<file path="src/rtl/core/erx_pkg.sv">
package erx_pkg;

   // Buffer geometry and field widths.
   localparam int MAX_LEN   = 64;
   localparam int LEN_W     = 7;
   localparam int IDX_W     = 6;
   localparam int BYTE_W    = 8;
   localparam int CSR_IDX_W = 2;

   // Depth of the queue between the classifier and the parser.
   localparam int QUEUE_DEPTH = 2;

   // Configuration register indexes.
   localparam logic [CSR_IDX_W-1:0] CSR_OWN_ADDRESS = 2'd0;
   localparam logic [CSR_IDX_W-1:0] CSR_ESCAPE_BYTE = 2'd1;
   localparam logic [CSR_IDX_W-1:0] CSR_HEADER_BYTE = 2'd2;
   localparam logic [CSR_IDX_W-1:0] CSR_END_BYTE    = 2'd3;

   // Configuration reset values.
   localparam logic [BYTE_W-1:0] OWN_ADDRESS_RST = 8'd48;
   localparam logic [BYTE_W-1:0] ESCAPE_BYTE_RST = 8'd255;
   localparam logic [BYTE_W-1:0] HEADER_BYTE_RST = 8'd1;
   localparam logic [BYTE_W-1:0] END_BYTE_RST    = 8'd2;

   // Input transaction payload.
   typedef struct packed {
      logic [BYTE_W-1:0] rx_byte;
      logic              framing_error;
      logic              overrun_error;
   } req_type;

   // Result transaction payload.
   typedef struct packed {
      logic              write_enable;
      logic [IDX_W-1:0]  write_index;
      logic [BYTE_W-1:0] write_data;
      logic              packet_ready;
      logic [LEN_W-1:0]  packet_length;
      logic [BYTE_W-1:0] source_address;
      logic [BYTE_W-1:0] port_number;
   } rsp_type;

   // Current configuration.
   typedef struct packed {
      logic [BYTE_W-1:0] own_address;
      logic [BYTE_W-1:0] escape_byte;
      logic [BYTE_W-1:0] header_byte;
      logic [BYTE_W-1:0] end_byte;
   } cfg_type;

   // A received byte together with its classification.
   typedef struct packed {
      logic [BYTE_W-1:0] data;
      logic              err;
      logic              is_esc;
      logic              is_hdr;
      logic              is_own;
      logic              is_end;
   } tok_type;

   // Parser states.
   typedef enum logic [2:0] {
      ST_IDLE = 3'd0,
      ST_ESC  = 3'd1,
      ST_HDR  = 3'd2,
      ST_SRC  = 3'd3,
      ST_PORT = 3'd4,
      ST_DATA = 3'd5,
      ST_DESC = 3'd6
   } parse_state_type;

endpackage

</file>
<file path="src/rtl/core/escaped_packet_receiver.sv">
// Escape-stuffed packet deframer for a serial receive path.
// The req_ channel carries one received byte per transaction with its framing
// and overrun flags; the rsp_ channel returns exactly one result per byte,
// giving the packet buffer write (enable, index, data) and the packet status
// (ready flag, length, source address and port number).
// The csr_ port writes own address, escape, header and end codes; it is to be
// written only while no transaction is in flight.
// The byte is loaded into the classifier register at acceptance, is written into
// the two-entry queue and then lands in the result register of the parser.
// Throughput is one byte per cycle while the receiver does not stall rsp_.
// Synchronous reset returns the parser to idle, clears the packet status and
// restores the default codes. When the receiver stalls rsp_, the result is
// held; the queue and the classifier register take up to three further bytes
// behind it before req_stall is raised.
module escaped_packet_receiver
   import erx_pkg::*;
(
   input  logic                 clock,
   input  logic                 reset,
   input  logic                 req_valid,
   output logic                 req_stall,
   input  req_type              req_data,
   output logic                 rsp_valid,
   input  logic                 rsp_stall,
   output rsp_type              rsp_data,
   input  logic                 csr_write_enable,
   input  logic [CSR_IDX_W-1:0] csr_index,
   input  logic [BYTE_W-1:0]    csr_data
);

   cfg_type cfg_ff, cfg_in;
   logic    f_valid;
   logic    f_ready;
   tok_type f_tok;
   logic    b_valid;
   logic    b_ready;
   tok_type b_tok;

   // Configuration registers.
   always_comb begin
      cfg_in = cfg_ff;
      if (csr_write_enable) begin
         case (csr_index)
            CSR_OWN_ADDRESS: cfg_in.own_address = csr_data;
            CSR_ESCAPE_BYTE: cfg_in.escape_byte = csr_data;
            CSR_HEADER_BYTE: cfg_in.header_byte = csr_data;
            CSR_END_BYTE:    cfg_in.end_byte    = csr_data;
            default:         cfg_in = cfg_ff;
         endcase
      end
   end

   always_ff @(posedge clock) begin
      if (reset) begin
         cfg_ff.own_address <= OWN_ADDRESS_RST;
         cfg_ff.escape_byte <= ESCAPE_BYTE_RST;
         cfg_ff.header_byte <= HEADER_BYTE_RST;
         cfg_ff.end_byte    <= END_BYTE_RST;
      end else begin
         cfg_ff <= cfg_in;
      end
   end

   // Classifier front end.
   erx_front u_front (
      .clock     (clock),
      .reset     (reset),
      .cfg       (cfg_ff),
      .req_valid (req_valid),
      .req_stall (req_stall),
      .req_data  (req_data),
      .tok_valid (f_valid),
      .tok_ready (f_ready),
      .tok       (f_tok)
   );

   // Queue between classifier and parser.
   erx_queue u_queue (
      .clock      (clock),
      .reset      (reset),
      .push_valid (f_valid),
      .push_ready (f_ready),
      .push_tok   (f_tok),
      .pop_valid  (b_valid),
      .pop_ready  (b_ready),
      .pop_tok    (b_tok)
   );

   // Parser back end with result register.
   erx_back u_back (
      .clock     (clock),
      .reset     (reset),
      .tok_valid (b_valid),
      .tok_ready (b_ready),
      .tok       (b_tok),
      .rsp_valid (rsp_valid),
      .rsp_stall (rsp_stall),
      .rsp_data  (rsp_data)
   );

endmodule

</file>
<file path="src/rtl/core/erx_front.sv">
module erx_front
   import erx_pkg::*;
(
   input  logic    clock,
   input  logic    reset,
   input  cfg_type cfg,
   input  logic    req_valid,
   output logic    req_stall,
   input  req_type req_data,
   output logic    tok_valid,
   input  logic    tok_ready,
   output tok_type tok
);

   logic    tok_valid_ff, tok_valid_in;
   tok_type tok_ff, tok_in;
   logic    accept;
   logic    push;

   // Stall only while the stage holds a byte that the queue cannot take.
   assign push      = tok_valid_ff && tok_ready;
   assign req_stall = tok_valid_ff && !tok_ready;
   assign accept    = req_valid && !req_stall;

   // Classify the incoming byte against the configured codes.
   always_comb begin
      tok_in        = tok_ff;
      tok_valid_in  = tok_valid_ff;
      if (accept) begin
         tok_valid_in  = 1'b1;
         tok_in.data   = req_data.rx_byte;
         tok_in.err    = req_data.framing_error || req_data.overrun_error;
         tok_in.is_esc = (req_data.rx_byte == cfg.escape_byte);
         tok_in.is_hdr = (req_data.rx_byte == cfg.header_byte);
         tok_in.is_own = (req_data.rx_byte == cfg.own_address);
         tok_in.is_end = (req_data.rx_byte == cfg.end_byte);
      end else if (push) begin
         tok_valid_in = 1'b0;
      end
   end

   always_ff @(posedge clock) begin
      if (reset) begin
         tok_valid_ff <= 1'b0;
      end else begin
         tok_valid_ff <= tok_valid_in;
      end
   end

   always_ff @(posedge clock) begin
      tok_ff <= tok_in;
   end

   assign tok_valid = tok_valid_ff;
   assign tok       = tok_ff;

endmodule

</file>
<file path="src/rtl/core/erx_queue.sv">
module erx_queue
   import erx_pkg::*;
(
   input  logic    clock,
   input  logic    reset,
   input  logic    push_valid,
   output logic    push_ready,
   input  tok_type push_tok,
   output logic    pop_valid,
   input  logic    pop_ready,
   output tok_type pop_tok
);

   localparam int PTR_W = (QUEUE_DEPTH > 1) ? $clog2(QUEUE_DEPTH) : 1;
   localparam int CNT_W = $clog2(QUEUE_DEPTH + 1);

   tok_type           mem [QUEUE_DEPTH];
   logic [PTR_W-1:0]  wr_ptr_ff, wr_ptr_in;
   logic [PTR_W-1:0]  rd_ptr_ff, rd_ptr_in;
   logic [CNT_W-1:0]  count_ff, count_in;
   logic              do_push;
   logic              do_pop;

   // Readiness comes from the fill count only, so no stall path runs through.
   assign push_ready = (count_ff != CNT_W'(QUEUE_DEPTH));
   assign pop_valid  = (count_ff != '0);
   assign pop_tok    = mem[rd_ptr_ff];
   assign do_push    = push_valid && push_ready;
   assign do_pop     = pop_valid && pop_ready;

   // Pointer and count update, wrapping at the queue depth.
   always_comb begin
      wr_ptr_in = wr_ptr_ff;
      rd_ptr_in = rd_ptr_ff;
      count_in  = count_ff;
      if (do_push) begin
         wr_ptr_in = (wr_ptr_ff == PTR_W'(QUEUE_DEPTH - 1)) ? '0 : wr_ptr_ff + 1'b1;
      end
      if (do_pop) begin
         rd_ptr_in = (rd_ptr_ff == PTR_W'(QUEUE_DEPTH - 1)) ? '0 : rd_ptr_ff + 1'b1;
      end
      if (do_push && !do_pop) begin
         count_in = count_ff + 1'b1;
      end else if (do_pop && !do_push) begin
         count_in = count_ff - 1'b1;
      end
   end

   always_ff @(posedge clock) begin
      if (reset) begin
         wr_ptr_ff <= '0;
         rd_ptr_ff <= '0;
         count_ff  <= '0;
      end else begin
         wr_ptr_ff <= wr_ptr_in;
         rd_ptr_ff <= rd_ptr_in;
         count_ff  <= count_in;
      end
   end

   // Storage for queued transactions.
   always_ff @(posedge clock) begin
      if (do_push) begin
         mem[wr_ptr_ff] <= push_tok;
      end
   end

endmodule

</file>
<file path="src/rtl/core/erx_back.sv">
module erx_back
   import erx_pkg::*;
(
   input  logic    clock,
   input  logic    reset,
   input  logic    tok_valid,
   output logic    tok_ready,
   input  tok_type tok,
   output logic    rsp_valid,
   input  logic    rsp_stall,
   output rsp_type rsp_data
);

   parse_state_type   state_ff, state_in;
   logic [LEN_W-1:0]  length_ff, length_in;
   logic              ready_ff, ready_in;
   logic [BYTE_W-1:0] source_ff, source_in;
   logic [BYTE_W-1:0] port_ff, port_in;
   logic              rsp_valid_ff, rsp_valid_in;
   rsp_type           rsp_ff, rsp_in;
   logic              take;
   logic              wr_en;
   logic [LEN_W-1:0]  shrunk_len;

   // A transaction is parsed whenever the output register is free or draining.
   assign tok_ready  = !rsp_valid_ff || !rsp_stall;
   assign take       = tok_valid && tok_ready;
   assign shrunk_len = (length_ff != '0) ? length_ff - 1'b1 : '0;

   // Parser next state and packet status.
   always_comb begin
      state_in  = state_ff;
      length_in = length_ff;
      ready_in  = ready_ff;
      source_in = source_ff;
      port_in   = port_ff;
      wr_en     = 1'b0;
      if (take) begin
         if (tok.err) begin
            state_in = ST_IDLE;
         end else begin
            case (state_ff)
               ST_IDLE: begin
                  if (tok.is_esc) begin
                     state_in = ST_ESC;
                  end
               end
               ST_ESC: begin
                  state_in = tok.is_hdr ? ST_HDR : ST_IDLE;
               end
               ST_HDR: begin
                  // The address match takes priority over an escape.
                  if (tok.is_own) begin
                     state_in = ST_SRC;
                  end else if (tok.is_esc) begin
                     state_in = ST_ESC;
                  end else begin
                     state_in = ST_IDLE;
                  end
               end
               ST_SRC: begin
                  if (tok.is_esc) begin
                     state_in = ST_ESC;
                  end else begin
                     state_in  = ST_PORT;
                     source_in = tok.data;
                     ready_in  = 1'b0;
                     length_in = '0;
                  end
               end
               ST_PORT: begin
                  if (tok.is_esc) begin
                     state_in = ST_ESC;
                  end else begin
                     state_in = ST_DATA;
                     port_in  = tok.data;
                  end
               end
               ST_DATA: begin
                  if (length_ff < LEN_W'(MAX_LEN)) begin
                     wr_en     = 1'b1;
                     length_in = length_ff + 1'b1;
                     if (tok.is_esc) begin
                        state_in = ST_DESC;
                     end
                  end else begin
                     // Buffer full: drop this byte and close the packet.
                     length_in = shrunk_len;
                     ready_in  = 1'b1;
                     state_in  = ST_IDLE;
                  end
               end
               ST_DESC: begin
                  if (tok.is_esc) begin
                     state_in = ST_DATA;
                  end else if (tok.is_end) begin
                     // Remove the stored escape and mark the packet complete.
                     ready_in  = 1'b1;
                     length_in = shrunk_len;
                     state_in  = ST_IDLE;
                  end else begin
                     state_in = ST_IDLE;
                  end
               end
               default: begin
                  state_in = ST_IDLE;
               end
            endcase
         end
      end
   end

   // Result register, loaded with the state that follows each transaction.
   always_comb begin
      rsp_in       = rsp_ff;
      rsp_valid_in = rsp_valid_ff;
      if (take) begin
         rsp_valid_in          = 1'b1;
         rsp_in.write_enable   = wr_en;
         rsp_in.write_index    = wr_en ? length_ff[IDX_W-1:0] : '0;
         rsp_in.write_data     = wr_en ? tok.data : '0;
         rsp_in.packet_ready   = ready_in;
         rsp_in.packet_length  = length_in;
         rsp_in.source_address = source_in;
         rsp_in.port_number    = port_in;
      end else if (!rsp_stall) begin
         rsp_valid_in = 1'b0;
      end
   end

   always_ff @(posedge clock) begin
      if (reset) begin
         state_ff     <= ST_IDLE;
         length_ff    <= '0;
         ready_ff     <= 1'b0;
         source_ff    <= '0;
         port_ff      <= '0;
         rsp_valid_ff <= 1'b0;
      end else begin
         state_ff     <= state_in;
         length_ff    <= length_in;
         ready_ff     <= ready_in;
         source_ff    <= source_in;
         port_ff      <= port_in;
         rsp_valid_ff <= rsp_valid_in;
      end
   end

   always_ff @(posedge clock) begin
      rsp_ff <= rsp_in;
   end

   assign rsp_valid = rsp_valid_ff;
   assign rsp_data  = rsp_ff;

endmodule

</file>
<file path="config.mk">
export PLATFORM = sky130hd
export DESIGN_NAME = escaped_packet_receiver
export DESIGN_NICKNAME = d
export VERILOG_FILES = /design/src/rtl/core/erx_pkg.sv /design/src/rtl/core/escaped_packet_receiver.sv /design/src/rtl/core/erx_front.sv /design/src/rtl/core/erx_queue.sv /design/src/rtl/core/erx_back.sv
export SDC_FILE = /design/constraint.sdc
export NUM_CORES = 1
export LEC_CHECK = 0
export BUFFER_PORTS_ARGS = -buffer_cell sky130_fd_sc_hd__clkbuf_2
export CORE_MARGIN = 4
export CORE_UTILIZATION = 25
export CTS_BUF_LIST = sky130_fd_sc_hd__clkbuf_2
export DETAILED_ROUTE_END_ITERATION = 8
export GPL_ROUTABILITY_DRIVEN = 0
export PLACE_DENSITY = 0.43
export SLEW_MARGIN = 10
export SYNTH_ARGS = -nofsm -noshare
export SYNTH_HDL_FRONTEND = slang
export SYNTH_HIERARCHICAL = 1
export SYNTH_SLANG_ARGS = --single-unit
</file>
<file path="constraint.sdc">
create_clock -name clock -period 4.72 [get_ports clock]
set_clock_uncertainty 0.15 [all_clocks]
set_input_delay 0.472 -clock clock [delete_from_list [all_inputs] [get_ports clock]]
set_output_delay 0.472 -clock clock [all_outputs]
set_load 0.005 [all_outputs]
</file>
* Word level (Yosys, flattened, before mapping)
Memory sizes are Yosys's and may differ from the RTL's. A register that Yosys moved wholly into a read port is not among the register bits. Cells that the tools add are included.
Operators by class: add/subtract/negate cells 6, magnitude comparators 1, equality and inequality tests 17, mux-type cells 50, reductions and logical operators 25
Operator list (count):
- two-way mux 8 bit | 8
- two-way mux 7 bit | 7
- equality test 8 bit | 4
- two-way mux 3 bit | 8
- two-way mux 1 bit | 21
- case mux 3 bit (7 select lines) | 1
- case mux 7 bit (3 select lines) | 1
- equality test 3 bit, second input constant | 3
- AND reduction 2 bit | 4
- adder 7 x 1 -> 7 bit, second input constant | 1
- less-than comparator 7 bit, second input constant | 1
- nonzero test 7 bit | 1
- subtractor 7 x 1 -> 7 bit, second input constant | 1
- equality test 3 x 2 -> 1 bit, second input constant | 2
- logical AND 1 bit | 6
- logical NOT 1 bit | 6
- two-way mux 2 bit | 3
- nonzero test 2 bit | 3
- equality test 2 bit, second input constant | 2
- != test 4 bit, second input constant | 1
- equality test 3 x 1 -> 1 bit, second input constant | 1
- logical NOT 3 bit | 1
- != test 3 bit, second input constant | 1
- case mux 1 bit (3 select lines) | 1
- other kinds (9) | 11
Word-level totals: bits in registers 117, RAM bits 26, output and inout bits 41, memories kept 1
Memories:
- u_queue.mem | depth 2, bits a word 13, rd ports 1, clocked after Yosys merged registers in 1, write ports 1, RTL line erx_queue.sv:17 | tok_type mem [QUEUE_DEPTH];

* Longest topological paths before layout
Gate-level depths: netlist of the first run.
word-level depth 7, depth in mapped cells 8

* Hierarchy
Netlist of the first run, hierarchy kept.
By module, submodules not included:
- erx_back | times used 1, cells each 266, area an instance 3022.9 µm²
- escaped_packet_receiver | times used 1, cells each 124, area an instance 1285.0 µm²
- erx_queue | times used 1, cells each 64, area an instance 1162.4 µm²
- erx_front | times used 1, cells each 71, area an instance 862.1 µm²

* Least setup slack after synthesis of the first run
Ideal clock, no wire load.
path type reg-to-reg, start register u_queue.count_ff[1], end register u_back.rsp_ff (netlist bit u_back/rsp_data[0]) (data pin), data arrival time 2.236 ns, required time 4.308 ns, setup slack 2.072 ns, stages on the path, launching flop included 8, period minus slack after synthesis 2.648 ns, cell sequence dfxtp_1 > or2_2 > a21bo_2 > inv_2 > nand2b_1 > buf_6 > nor4_4 > mux2_2
On the way: word-level cells in the longest chain between the ends 3
Ends and longest elaborated chain:
- from (decl) | RTL line erx_queue.sv:20 | logic [CNT_W-1:0] count_ff, count_in;
- from (signal assigned) | RTL line erx_queue.sv:57 | count_ff <= count_in;
- nonzero test 2 bit | RTL line erx_queue.sv:26 | assign pop_valid = (count_ff != '0);
- net b_valid | RTL line escaped_packet_receiver.sv:35 | logic b_valid;
- logical AND 1 bit | RTL line erx_back.sv:27 | assign take = tok_valid && tok_ready;
- two-way mux 8 bit | RTL line erx_back.sv:38 | if (take) begin
- net u_back.port_in[0] | RTL line erx_back.sv:18 | logic [BYTE_W-1:0] port_ff, port_in;
- to (signal assigned) | RTL line erx_back.sv:150 | rsp_ff <= rsp_in;
- to (decl) | RTL line erx_back.sv:20 | rsp_type rsp_ff, rsp_in;
The timed path passes the listed nets, and every way through them passes these cells. A chain may end at the register's enable or synchronous reset.

* Worst setup path after layout of the first run
start register u_queue.count_ff[0], end register u_back.port_ff[4]
On the way: word-level cells in the longest chain between the ends 3
Ends and longest elaborated chain:
- nonzero test 2 bit | RTL line erx_queue.sv:26
- net b_valid | RTL line escaped_packet_receiver.sv:35
- logical AND 1 bit | RTL line erx_back.sv:27
- two-way mux 8 bit | RTL line erx_back.sv:38
- net u_back.port_in[4] | RTL line erx_back.sv:18
- to (signal assigned) | RTL line erx_back.sv:144 | port_ff <= port_in;
- to (decl) | RTL line erx_back.sv:18
The timed path passes the listed nets, and every way through them passes these cells.

==> results.md, run 1 <==
* Status: finished clean
* Root Driver: clkbuf_2
* Setup Viol. Count Final at 0
* Fin. Hold Viols at 0
* Number of instances in the placed design at 883
* Kind of critical path: flop to flop
* Initial Util at 25.74%
* Number of global-route vias before repair at 4127
* Arr. time, crit path at 3.61 ns
* CP max FO at 40
* CTS sink cnt at 144
* Synth top area cells: edfxtp_1 (37%), dfxtp_1 (21%), mux2i_1 (5.7%), mux2_2 (5.5%), xnor2_1 (4.4%)
* Synth cell types at 53
* Min-Delay Path Class: input port to flop
* Layout Nets at 628
* Core ar. at 24600 um^2
* Io pins at 66
* Post-DP HPWL at 9452 um
* Number of port buffers at 65
* Post-synthesis compound-gate area fraction at 5.295%
* Most common cell after layout, fill and taps aside: clkbuf_2
* Adder and majority gate portion of the synthesized area at 0.7904%
* Predominant post-synthesis flop cell: edfxtp_1
* Max Clk Rate at 316.6 MHz
* EDFF count, synth at 78
* Largest family of logic cells by synthesized area: simple AND/OR/NAND/NOR gates
* Max-cap violations at 0
* DRC at 0
* Final Cycle Share at 66.92%
* Post-route antenna net violation count at 0
* Fin. max-slew vios at 0
* DR pass1 iterations at 5
* RSZ-0062 raised after global routing: false
* FFs w/ async S/R, synth at 0%
* Total GRT Usage at 9.776%
* CTS H-tree lvls at 4
* Post-synthesis mux area share at 11.20%
* Worst skew pair latency at 0.69 ns
* Syn_nets at 554
* Footprint of the multi-input gates at 2429 um^2
* Share of cells above drive strength 1 at 22.55%
* Static Leak at 2.844 nW
* Mapped cell area at 6332 um^2
* Area share of the largest cell type after synthesis at 36.99%
* Cells after Synth at 525
* Die W at 167.2 um
* Reg area at 3664 um^2
* CTS tree: built
* Antenna diode count at 0
* GR Overflow Total at 0
* Clk buf depth at 2
* VDD IR-drop max at 0.1500 mV
* Largest net degree at the start of global routing at 49
* FP Rows at 57
* Mean Syn Cell Area at 12.06 um^2
* Initial antenna violation count at 0
* Post-synthesis simple-gate area fraction at 15.95%
* Avg WL per Cell at 14.16 um
* Synth Area in XOR/XNOR at 5.118%
* Total length of routed wires at 13250 um
* Vias per Instance at 4.308
* Critical Path Sink Type: flop
* Most frequent cells in the layout: clkbuf_2 (82), edfxtp_1 (78), dfxtp_1 (66)
* Die area at 27940 um^2
* Drt initial violations at 164
* Layout Cells excl Fill at 936
* Fill cells at 2512
* First-pass GRT wire length at 21970 um
* Post-CTS setup buffer count at 0
* Max-slew headroom at 26.83%
* Area Overhead vs Synth at 16.54%
* Seq/Total Area, Yosys at 57.85%
* Cell taking the most area after synthesis: edfxtp_1
* Via total after detailed routing at 4032
* Synth Warn # at 6
* P per Cell Area at 407.8 nW/um^2
* Post-cts resize count at 0
* Worst-Margin Slew at 1.095 ns
* Hold slack at 0.2374 ns
* Final Critical Period at 3.158 ns
* Worst setup SP type: flop
* Seq cells post-synth at 144
* Worst EP required at 5.17 ns
* Die H at 167.2 um
* Setup TNS Final at 0 ns
* CTS Buf Count at 17
* Clk slew on worst S/H paths at 0.24 ns
==> worst max-delay path, stage by stage (launching register included) <==
cell and delay [ns]:
dfxtp_1 0.47, or2_2 0.15, a21bo_2 0.27, inv_2 0.05, buf_4 0.41, nand2b_1 0.42, nor4_4 0.59, mux2_2 0.42
and2_1 0.15
==> Yosys cell counts (2+ instances only) <==
cell      number
edfxtp_1      78
buf_6          8
a21oi_1       14
mux2_2        31
a22oi_1        2
nand2_1       18
a311oi_1       2
xor2_1         5
o211ai_1       3
nand3_1        8
dfxtp_1       66
nor2_1        40
or2_2          2
and3b_1        4
nand4_1       10
clkbuf_1      15
o31ai_1        2
buf_2          8
and3_1        14
nor3_1         8
mux2i_1       36
ha_1           4
a32o_1         2
or3_1          2
nor2b_1        4
nand2b_1      34
and2_1        19
a22o_1         2
nand3b_1       4
a31oi_1        2
o21ai_0       15
xnor2_1       32
inv_1         10
a21bo_2        2
==> per-layer routing <==
| layer | track usage (%) | routed length (um) | vias up |
|---|---|---|---|
| met5 | 0 | 0 | - |
| met1 | 12.87 | 6322 | 1907 |
| met3 | 3.182 | 700 | 8 |
| met2 | 15.53 | 6120 | 101 |
| li1 | - | - | 2016 |
| met4 | 2.717 | 112 | 0 |
==> worst paths after layout <==
| kind | slack (ns) | to | cells past startpoint | startpoint |
|---|---|---|---|---|
| setup / recovery | 1.56 | u_back/port_ff[4] | 8 | u_queue/count_ff[0] |
| hold / removal | 0.24 | cfg_ff[21] | 3 | csr_index[0] |
| setup reg to reg | 1.56 | u_back/port_ff[4] | 8 | u_queue/count_ff[0] |
| hold reg to reg | 0.33 | u_queue/mem[0][4] | 0 | u_front/tok[4] |
==> flip-flops by register name, indices dropped and copies added, names as in the netlist, 3 cells and up, named ones only <==
name,count
cfg_ff,32
u_front/tok,13
u_back/length_ff,7
u_queue/mem,26
u_back/port_ff,8
u_back/state_ff,3
u_back/source_ff,8
u_back/rsp_data,39
==> per-stage QoR <==
stage                     area, um^2  setup slack, ns  util, %  total power [mW]
after floorplan                 6332            2.072        -             1.964
after global placement          6879            1.515    27.96             2.214
final                           7380            1.562    29.99             3.009
after detailed placement        6879            1.478    27.96             2.215
after CTS                       7380            1.460    29.99             3.076
after global routing            7380            1.323    29.99             3.208
==> report_power, final <==
part           leakage (nW)  internal [mW]  switching, mW
clock network         0.170          0.358          0.475
registers              1.29           1.55         0.0881
logic                  1.39          0.231          0.312
==> what timing repair did <==
item,CTS,global route
endpoints found under the setup margin,0,0
endpoints found under the hold margin,44,0
hold buffers,21,0
==> area by class of cell <==
class,count,area share (%)
clock inverters,15,2.781
multi-input cells,337,32.91
flip-flops and latches,144,49.64
clock buffers,17,1.153
repair buffers,88,7.460
well taps,324,5.493
inverters,11,0.5595
==> cells by family (layout without fill, tap and decap cells) <==
| logic type | count (synthesis) | count (layout) |
|---|---|---|
| multiplexers | 67 | 67 |
| XOR/XNOR | 37 | 37 |
| adder cells (fa/ha/maj) | 4 | 4 |
| buffers and inverters | 44 | 131 |
| flip-flops | 144 | 144 |
| AND/OR/NAND/NOR | 177 | 177 |
| AO/OA/AOI/OAI | 52 | 52 |
Power figures use the tool's default switching activity.
==> run 2, diff against run 1 <==
--- a/config.mk
+++ b/config.mk
@@ -5,6 +5,7 @@
 export SDC_FILE = /design/constraint.sdc
 export NUM_CORES = 1
 export LEC_CHECK = 0
+export ABC_AREA = 1
 export BUFFER_PORTS_ARGS = -buffer_cell sky130_fd_sc_hd__clkbuf_2
 export CORE_MARGIN = 4
 export CORE_UTILIZATION = 25
==> constraint.sdc (replaced) <==
create_clock -name clock -period 3.3 [get_ports clock]
set_clock_uncertainty 0.15 [all_clocks]
set_input_delay 0.33 -clock clock [delete_from_list [all_inputs] [get_ports clock]]
set_output_delay 0.33 -clock clock [all_outputs]
set_load 0.005 [all_outputs]
==> run 2 against run 1 <==
Effect of this change: sequential power grew 46%; largest power group unchanged; worst setup slack got worse by 0.35 ns; highest routed layer unchanged; sequential share of layout area fell by 2.2 points; register-to-register slack got worse by 0.35 ns; non-clock buffer count grew 10; core utilization grew 0.32 points; via count is 25% higher.
==> results.md, run 2 <==
* Status: finished clean
* Clk buf depth at 2
* VDD IR-drop max at 0.2437 mV
* DR pass1 iterations at 5
* Largest register FFs at 39
* Most common cell in the netlist: nand2_1
* Avg WL per Cell at 11.86 um
* Worst setup SP type: flop
* FP Rows at 58
* Core ar. at 25470 um^2
* Syn_nets at 818
* Post-DP HPWL at 10220 um
* Area Overhead vs Synth at 18.06%
* Synth Warn # at 6
* Clk slew on worst S/H paths at 0.25 ns
* Reg2Reg Setup Slack at 1.21 ns
* EDFF count, synth at 78
* Critical Path Sink Type: flop
* Seq cells post-synth at 144
* Largest net degree at the start of global routing at 34
* Crit path cell chain: buf_4, mux2_4, nand2_1, nand4_1, o21ai_0, inv_1, nand2_1, nand2_1, nand2_1
* CTS Buf Count at 17
* Number of global-route vias before repair at 4664
* Reg area at 3664 um^2
* Setup TNS Final at 0 ns
* Worst skew pair latency at 0.70 ns
* Design area at 7722 um^2
* Fin. Hold Viols at 0
* Slowest CP cell: dfxtp_1
* Max-cap violations at 0
* Kind of critical path: flop to flop
* Cell taking the most area after synthesis: edfxtp_1
* Drt initial violations at 348
* Fin. max-slew vios at 0
* CP peak stage delay at 0.42 ns
* Max Clk Rate at 479.6 MHz
* Number of instances in the placed design at 1172
* Vias per Instance at 4.098
* Predominant post-synthesis flop cell: edfxtp_1
* Initial antenna violation count at 1
* Via total after detailed routing at 5040
* GR Overflow Total at 0
* Post-cts resize count at 0
* Cells after Synth at 789
* Mapped cell area at 6541 um^2
* Worst-Margin Slew at 0.6918 ns
* Layout Cells excl Fill at 1230
* Seq/Total Area, Yosys at 56.01%
* CTS tree: built
* Max-slew headroom at 53.75%
* Hold slack at 0.1116 ns
* RSZ-0062 raised after global routing: false
* Final Critical Period at 2.085 ns
* Area after DPL at 7242 um^2
* Most frequent cells in the layout: nand2_1 (233), inv_1 (115), nor2_1 (115)
* Synth cell types at 34
* Setup Viol. Count Final at 0
* Initial Util at 25.68%
* Share of cells above drive strength 1 at 15.68%
* Most used cell, CP: nand2_1
* Io pins at 66
* DRC at 0
* Arr. time, crit path at 2.53 ns
* Final Cycle Share at 63.18%
* Die H at 169.8 um
* Total length of routed wires at 14590 um
* Footprint of the multi-input gates at 2300 um^2
* Die area at 28820 um^2
* First-pass GRT wire length at 24340 um
* Area share of the largest cell type after synthesis at 35.81%
* Pwr Total at 4.357 mW
* Mean Syn Cell Area at 8.291 um^2
* Worst EP required at 3.75 ns
* Synth top area cells: edfxtp_1 (36%), dfxtp_1 (20%), nand2_1 (13%), inv_1 (6.6%), nor2_1 (6.6%)
* Min-Delay Path Class: input port to flop
* Static Leak at 3.757 nW
* Most common cell after layout, fill and taps aside: nand2_1
* Die W at 169.8 um
* CTS sink cnt at 144
* Root Driver: clkbuf_2
* Fill cells at 2701
* FFs w/ async S/R, synth at 0%
* CTS H-tree lvls at 4
* P per Cell Area at 564.2 nW/um^2
* Number of port buffers at 65
* Commonest cells post-synth: nand2_1 (233), inv_1 (115), nor2_1 (115)
* Post-route antenna net violation count at 0
* CP max FO at 11
* Total GRT Usage at 10.62%
* Layout Nets at 915
## run 2: critical path, delay by kind of cell, from the launching register on
kind | cells | cell delay, ns
AO/OA/AOI/OAI | 1 | 0.25
multiplexers | 1 | 0.32
buffers and inverters | 2 | 0.32
AND/OR/NAND/NOR | 5 | 0.55
flip-flops | 1 | 0.42
## run 2: what timing repair did
action / CTS / global route
buffers inserted: 0 / 0
hold endpoints to repair: 88 / 0
hold buffers: 25 / 0
## run 2: cell families (layout without fill, tap and decap cells)
| group | after synthesis | in the layout | synth area share (%) |
|---|---|---|---|
| AOI/OAI and AO/OA | 51 | 51 | 4.094 |
| xor gates and xnor gates | 3 | 3 | 0.4018 |
| adders and majority gates | 4 | 4 | 0.7651 |
| buffers and inverters | 148 | 258 | 8.837 |
| DFF | 144 | 144 | 56.01 |
| muxes | 13 | 13 | 2.812 |
| other | 0 | 1 | 0 |
| and+or+nand+nor | 426 | 426 | 27.08 |
## run 2: per-stage QoR
step                setup WS (ns)  utilization (%)
global route               0.9927            30.32
floorplan                   1.248                -
detailed placement          1.173            28.43
CTS                         1.183            30.31
global placement            1.225            28.43
finish                      1.215            30.32
## run 2: power breakdown
part	switching, mW	leakage (nW)	internal [mW]	total (mW)
clock network	0.756	0.143	0.241	0.998
logic	0.589	2.32	0.392	0.981
registers	0.108	1.29	2.27	2.38
total	1.45	3.76	2.90	4.36
## run 2: area by class of cell
type                            count  share of cell area [%]
Antenna cell                        1                 0.03240
Tap cell                          330                   5.347
Timing Repair Buffer               98                   8.231
Clock inverter                     15                   1.847
Multi-Input combinational cell    497                   29.78
Sequential cell                   144                   47.44
Clock buffer                       17                   1.102
Inverter                          128                   6.222
## run 2: final timing paths
path,startpoint,endpoint,depth (start not counted)
min reg2reg,u_front/tok[4],u_queue/mem[0][4],0
max,flop,u_back/rsp_data[18],9
max reg2reg,flop,u_back/rsp_data[18],9
min,csr_write_enable,cfg_ff[31],3
## run 2: routing by layer
layer	share of wire [%]	global-route usage [%]	wire length, um	vias up
met1	49	14.83	7203	2236
met5	0	0	0	-
li1	-	-	-	2678
met3	5.6	2.819	823	7
met2	44	16.28	6440	119
met4	0.83	2.940	121	0
